**config.mk**
```make
export PLATFORM = sky130hd
export DESIGN_NAME = knn_ctrl
export DESIGN_NICKNAME = d
export VERILOG_FILES = /design/src/knn_pkg.sv /design/src/knn_ctrl.sv
export SDC_FILE = /design/constraint.sdc
export NUM_CORES = 1
export LEC_CHECK = 0
export BUFFER_PORTS_ARGS = -buffer_cell sky130_fd_sc_hd__clkbuf_2
export CELL_PAD_IN_SITES_DETAIL_PLACEMENT = 0
export CELL_PAD_IN_SITES_GLOBAL_PLACEMENT = 1
export CORE_MARGIN = 2
export CORE_UTILIZATION = 31
export DETAILED_ROUTE_END_ITERATION = 12
export GPL_ROUTABILITY_DRIVEN = 0
export GPL_TIMING_DRIVEN = 0
export PLACE_DENSITY_LB_ADDON = 0.25
export SLEW_MARGIN = 20
export SYNTH_ARGS = -nofsm -noshare
export SYNTH_HDL_FRONTEND = slang
export SYNTH_SLANG_ARGS = --single-unit
```
**constraint.sdc**
```tcl
create_clock -name clk -period 1.8 [get_ports clk]
set_clock_uncertainty 0.2 [all_clocks]
set_input_delay 0.18 -clock clk [delete_from_list [all_inputs] [get_ports clk]]
set_output_delay 0.18 -clock clk [all_outputs]
set_load 0.01 [all_outputs]
```
**src/knn_pkg.sv**
```systemverilog
// ----------------------------------------------------------------------------
// knn_pkg
// Shared constants, codes and controller/datapath interface types for the
// k-nearest-neighbor table.
// ----------------------------------------------------------------------------
package knn_pkg;

	localparam int MAX_POINTS_DEF = 256;
	localparam int MAX_K_DEF      = 16;
	localparam int COORD_BITS_DEF = 16;

	// fixed field widths of the ports
	localparam int CMD_W      = 2;
	localparam int IN_COORD_W = 16;
	localparam int IDX_W      = 8;
	localparam int RANK_W     = 4;
	localparam int OUT_DIST_W = 34;
	localparam int STAT_W     = 2;
	localparam int KREG_W     = 5;

	localparam logic [CMD_W-1:0] CMD_CLEAR = 2'd0;
	localparam logic [CMD_W-1:0] CMD_ADD   = 2'd1;
	localparam logic [CMD_W-1:0] CMD_READ  = 2'd2;

	localparam logic [STAT_W-1:0] STAT_OK       = 2'd0;
	localparam logic [STAT_W-1:0] STAT_FULL     = 2'd1;
	localparam logic [STAT_W-1:0] STAT_UNLOADED = 2'd2;

	localparam logic [KREG_W-1:0] KREG_RESET = 5'd16;

	// register index 0: neighbours in use
	localparam logic REG_K = 1'b0;

	typedef struct packed {
		logic start;    // latch the accepted word
		logic clr;      // empty the store
		logic pt_wr;    // store new point, begin walk
		logic pt_rd;    // read stored point i and its fill
		logic sq;       // per-axis squares
		logic sum;      // squared distance
		logic sc_clr;   // slot counter to zero
		logic ld;       // stream list i into the buffer
		logic ins;      // insert into both lists
		logic wb;       // write back list i
		logic fl;       // write list of the new point
		logic fin;      // commit new point
		logic rd_iss;   // read one list entry
		logic res_load; // load output register
	} knn_cmd_t;

	typedef struct packed {
		logic [CMD_W-1:0] cmd;
		logic             full;
		logic             more;
		logic             slot_end;
		logic             slot_last;
	} knn_sts_t;

endpackage

```
**src/knn_ctrl.sv**
```systemverilog
// ----------------------------------------------------------------------------
// knn_ctrl
// Controller state machine: sequences clears, the add walk, list reads and the
// output handshake.
// ----------------------------------------------------------------------------
module knn_ctrl (
	input  logic              clk,
	input  logic              arst_n,
	input  logic              in_valid,
	output logic              in_ready,
	output logic              out_valid,
	input  logic              out_ready,
	input  knn_pkg::knn_sts_t sts,
	output knn_pkg::knn_cmd_t cmd
);
	import knn_pkg::*;

	localparam logic [3:0] S_IDLE   = 4'd0;
	localparam logic [3:0] S_DEC    = 4'd1;
	localparam logic [3:0] S_NEXT   = 4'd2;
	localparam logic [3:0] S_SQ     = 4'd3;
	localparam logic [3:0] S_SUM    = 4'd4;
	localparam logic [3:0] S_LOAD   = 4'd5;
	localparam logic [3:0] S_INS    = 4'd6;
	localparam logic [3:0] S_WB     = 4'd7;
	localparam logic [3:0] S_FLUSH  = 4'd8;
	localparam logic [3:0] S_FIN    = 4'd9;
	localparam logic [3:0] S_RDWAIT = 4'd10;
	localparam logic [3:0] S_DONE   = 4'd11;

	logic [3:0] state_q, state_d;
	logic       out_valid_q;
	logic       out_free;

	assign in_ready  = (state_q == S_IDLE);
	assign out_valid = out_valid_q;
	assign out_free  = !out_valid_q || out_ready;

	always_comb begin
		cmd     = '0;
		state_d = state_q;
		case (state_q)
			S_IDLE: begin
				if (in_valid) begin
					cmd.start = 1'b1;
					state_d   = S_DEC;
				end
			end
			S_DEC: begin
				case (sts.cmd)
					CMD_CLEAR: begin
						cmd.clr = 1'b1;
						state_d = S_DONE;
					end
					CMD_ADD: begin
						if (sts.full) begin
							state_d = S_DONE;
						end else begin
							cmd.pt_wr = 1'b1;
							state_d   = S_NEXT;
						end
					end
					CMD_READ: begin
						cmd.rd_iss = 1'b1;
						state_d    = S_RDWAIT;
					end
					default: begin
						state_d = S_DONE;
					end
				endcase
			end
			S_NEXT: begin
				cmd.sc_clr = 1'b1;
				if (sts.more) begin
					cmd.pt_rd = 1'b1;
					state_d   = S_SQ;
				end else begin
					state_d = S_FLUSH;
				end
			end
			S_SQ: begin
				cmd.sq  = 1'b1;
				state_d = S_SUM;
			end
			S_SUM: begin
				cmd.sum = 1'b1;
				state_d = S_LOAD;
			end
			S_LOAD: begin
				cmd.ld = 1'b1;
				if (sts.slot_end) begin
					state_d = S_INS;
				end
			end
			S_INS: begin
				cmd.ins    = 1'b1;
				cmd.sc_clr = 1'b1;
				state_d    = S_WB;
			end
			S_WB: begin
				cmd.wb = 1'b1;
				if (sts.slot_last) begin
					state_d = S_NEXT;
				end
			end
			S_FLUSH: begin
				cmd.fl = 1'b1;
				if (sts.slot_last) begin
					state_d = S_FIN;
				end
			end
			S_FIN: begin
				cmd.fin = 1'b1;
				state_d = S_DONE;
			end
			S_RDWAIT: begin
				state_d = S_DONE;
			end
			S_DONE: begin
				if (out_free) begin
					cmd.res_load = 1'b1;
					state_d      = S_IDLE;
				end
			end
			default: begin
				state_d = S_IDLE;
			end
		endcase
	end

	always_ff @(posedge clk or negedge arst_n) begin
		if (!arst_n) begin
			state_q     <= S_IDLE;
			out_valid_q <= 1'b0;
		end else begin
			state_q <= state_d;
			if (cmd.res_load) begin
				out_valid_q <= 1'b1;
			end else if (out_ready) begin
				out_valid_q <= 1'b0;
			end
		end
	end

	// one word in flight at a time
	a_busy_after_accept: assert property (@(posedge clk) disable iff (!arst_n)
		in_valid && in_ready |=> !in_ready)
		else $error("accepted a word while busy");

	a_result_shown: assert property (@(posedge clk) disable iff (!arst_n)
		cmd.res_load |=> out_valid)
		else $error("result loaded but not presented");

	a_list_port_exclusive: assert property (@(posedge clk) disable iff (!arst_n)
		$onehot0({cmd.ld, cmd.wb, cmd.fl, cmd.rd_iss}))
		else $error("list memory port claimed twice");

	a_no_load_while_held: assert property (@(posedge clk) disable iff (!arst_n)
		out_valid && !out_ready |-> !cmd.res_load)
		else $error("result overwritten while held");

endmodule

```
======== Word-level counts from Yosys, hierarchy flattened ========
Index checks and enable logic that the tools add are counted.
storage, ports and cells
  flip-flop bits (word level) ............. 5
  output and inout bits ................... 16
  logic and storage cells ................. 59
operators by class
  equality and inequality tests ........... 18
  multiplexer cells ....................... 31
  reductions and logical operators ........ 8
operators with widths
  kind                  count
  $pmux W4 S11          1
  $mux W4               7
  $mux W1               21
  $eq A4 B3 Y1 const B  4
  $eq A4 B4 Y1 const B  4
  $ne A2 B2 Y1 const B  5
  $eq A4 B2 Y1 const B  2
  $pmux W4 S2           1
  $reduce_and A5 Y1     1
  $eq A4 B1 Y1 const B  1
  $logic_not A4 Y1      1
  $reduce_or A2 Y1      2
  $eq A2 B1 Y1 const B  1
  $eq A2 B2 Y1 const B  1
  $logic_not A2 Y1      1
  $mux W2               1
  $reduce_bool A2 Y1    1
  $logic_not A1 Y1      1
  $logic_or A1 B1 Y1    1

======== Longest topological paths before layout ========
  depth after elaboration ................. 5
  mapped depth ............................ 6

======== Worst setup path before layout ========
No wires, ideal clock.
  kind .................................... register -> output
  start point ............................. register state_q[2]
  end point ............................... output cmd[11] (netlist name)
  arrival ................................. 1.164 ns
  data required time ...................... 1.420 ns
  slack ................................... 0.256 ns
  stages on the path, launching flop included .. 4
  path buffers ............................ 1
  path through ............................ dfrtp_1 -> buf_4 -> nor2_1 -> nor4bb_1
RTL lines
  what                    RTL line         RTL
  start, declared         knn_ctrl.sv:31   logic [3:0] state_q, state_d;
  start signal, assigned  knn_ctrl.sv:136  state_q <= state_d;
  end, declared           knn_ctrl.sv:14   output knn_pkg::knn_cmd_t cmd

==> results by group <==
Hold path
  – Worst hold-check path type: in -> async

Logic synthesis
  – Mapped Area: 578 µm²
  – Ys Warns: 0
  – Top_reg_cell synth: dfrtp_1
  – Synth cell count leaders: nor2_1, dfrtp_1, nand2_1, nand2b_1
  – Synthesized Nets: 83
  – Async set-or-reset flop fraction in the synthesized netlist: 1.00
  – Synthesized flop and latch total: 5
  – Unique masters post-synth: 32
  – Register area share after synthesis: 0.216
  – Most common cell in the netlist: nor2_1
  – Synth Instances: 70
  – Synthesized area per cell: 8.26 µm²
  – Post-synth EDFFs: 0
  – Top cell type's share of synthesized area: 0.216
  – Top post-synthesis cells by area: dfrtp_1, nor2_1, ha_1, nand2b_1, o311ai_4
  – Area leader, netlist: dfrtp_1

Floorplan
  – Core area: 1750 µm²
  – Die area: 2230 µm²
  – Ports: 26
  – Cell row count: 15
  – Die height: 47.2 µm
  – Die Width: 47.2 µm
  – Starting density of the core: 0.331

Detailed routing
  – Drt via density: 4.78
  – Router iterations before antenna repair: 4
  – DR vias: 621
  – DRT Wirelength: 1.47 mm
  – DRT iter0 DRCs: 9
  – Drc violations: 0
  – Wire length per cell: 11.3 µm
  – DRT antenna net count: 0

Run status
  – Status: complete, no violations

STA
  – Setup-failing EPs final: 0
  – Final Critical Period: 1.75 ns
  – Fin Hold WS: 0.0783 ns
  – Setup_tns: 0 ns
  – Fmax achieved: 570 MHz
  – Worst slew pin tran: 0.295 ns
  – Slew HR: 0.803
  – Final Hold Fails: 0
  – Final Max Tran Viols: 0
  – RSZ-0062 raised after global routing: true
  – Tcrit/Tclk final: 0.974

Global routing
  – Total track usage: 0.158
  – Number of global-route vias before repair: 558
  – Global-route wire length before repair: 2.45 mm
  – Initial antenna violation count: 0
  – Overflow after GRT: 0
  – Largest net degree at the start of global routing: 11

CTS
  – Clock buffer count from CTS: 3
  – CTS tree: built
  – Clock Path Buffers: 2
  – Worst-path clk slew: 0.04 ns
  – Clk_lat worst skew: 0.25 ns
  – Root Driver: clkbuf_4
  – CTS H-tree depth: 1
  – Clock sink count: 5

Finish
  – Fin area: 846 µm²
  – Fill count: 176
  – Share of layout cells above drive strength 1: 0.495
  – Area growth, synth to finish: 46.3%
  – Post-layout nets: 119
  – Final design utilization: 0.485
  – Antenna Cells: 0

Setup path
  – Crit-path max FO: 9
  – CP Class: reg -> out
  – Critical Path RT: 1.42 ns
  – Startpoint types: register
  – Setup crit end kind: primary output
  – Critical Path AT: 1.37 ns

Power
  – Clk pwr share: 0.097
  – Sequential Power Share: 0.157
  – Power consumption: 0.00138 W
  – Pwr per Cell Area: 1630 nW/µm²
  – Internal: 0.000747 W
  – NetSw: 0.000634 W
  – Pleak: 0.419 nW
  – Comb power frac: 0.746
  – Sw Share: 0.459
  – Peak VDD IR: 0.000782 V

Place
  – Buffers on Ports: 25
  – Estimated wirelength of the detail-placed design: 1.07 mm
  – Placed cell area: 734 µm²

Job
  – Max cap viols: 0
flip-flops by register name (all words and copies together) (netlist names):
signal / flops
out_valid: 1
state_q: 4
placed cells by master, fill, tap and decap left out, drive strengths merged:
master       Yosys  final
o2bb2ai          1      1
or2              1      1
o31a             1      1
a21oi            1      1
o221ai           1      1
a221o            1      1
o311ai           1      1
dlygate4sd3      0      1
o21ai            3      3
and3b            1      1
ha               3      3
nand2            5      5
and2             1      1
o22a             1      1
a21boi           3      3
inv              4      4
nor3             4      4
buf              5     13
nor4bb           1      1
nand2b           5      5
nor3b            1      1
o22ai            3      3
and3             3      3
dfrtp            5      5
nor2            15     15
clkbuf           0     26
worst max-delay path, stage by stage (launching register included):
cell and delay [ns]:
dfrtp_1 0.36, buf_6 0.14, or2_4 0.24, buf_4 0.15, nor2_1 0.09, clkbuf_2 0.13
cell type report:
class                      instances  area [µm²]  share of cell area
sequential                         5         126               0.149
tap                               25        31.3              0.0370
buffer                             4        41.3              0.0488
timing repair buffer              32         180               0.213
multi-input combinational         56         423               0.500
clock buffer                       4        26.3              0.0311
inverter                           4        17.5              0.0207
per-layer routing:
layer	wire, µm	vias to the layer above	track usage
met5	0	-	0
met3	120	2	0.0692
met2	678	25	0.236
met4	14	0	0.0333
li1	-	315	-
met1	656	279	0.211
power groups by stage:
stage / combinational (W) / sequential, W / clock, W
final: 0.00103 / 0.000217 / 0.000134
after global routing: 0.00114 / 0.000226 / 0.000146
after CTS: 0.000962 / 0.000225 / 0.000137
after detailed placement: 0.000894 / 0.000195 / 0
after global placement: 0.000895 / 0.000195 / 0
after floorplan: 0.000679 / 0.000197 / 0
metrics by stage:
| stage | instances | setup WS (ns) |
|---|---|---|
| 2_1_floorplan | 70 | 0.256 |
| 3_3_place_gp | 120 | 0.169 |
| 3_5_place_dp | 120 | 0.149 |
| 4_1_cts | 126 | 0.0121 |
| 5_1_grt | 130 | -0.0265 |
| 6_report | 130 | 0.0462 |
final timing paths:
check,start,endpoint,slack [ns],cells after the start
max in group asynchronous,arst_n,state_q[1],1.17,2
max,state_q[0],cmd[8],0.05,5
min reg2reg,out_valid,out_valid,0.40,2
max reg2reg,state_q[0],state_q[0],0.06,6
min in group clk,sts[1],state_q[1],0.08,3
min,arst_n,state_q[3],0.08,2
repair_timing:
action                                  in CTS  in global routing
endpoints found under the setup margin       2                  5
gates resized for setup                      7                  4
endpoints found under the hold margin        5                  0
pin swaps                                    1                  2
buffers inserted                             2                  4
hold buffers                                 1                  0
cell families after synthesis:
logic type      Yosys count  synth area share
simple gates             37             0.355
compound gates           16             0.260
buf+inv                   9             0.104
flops                     5             0.216
fa+ha+maj                 3            0.0649
(Power assumes the default switching activity.)
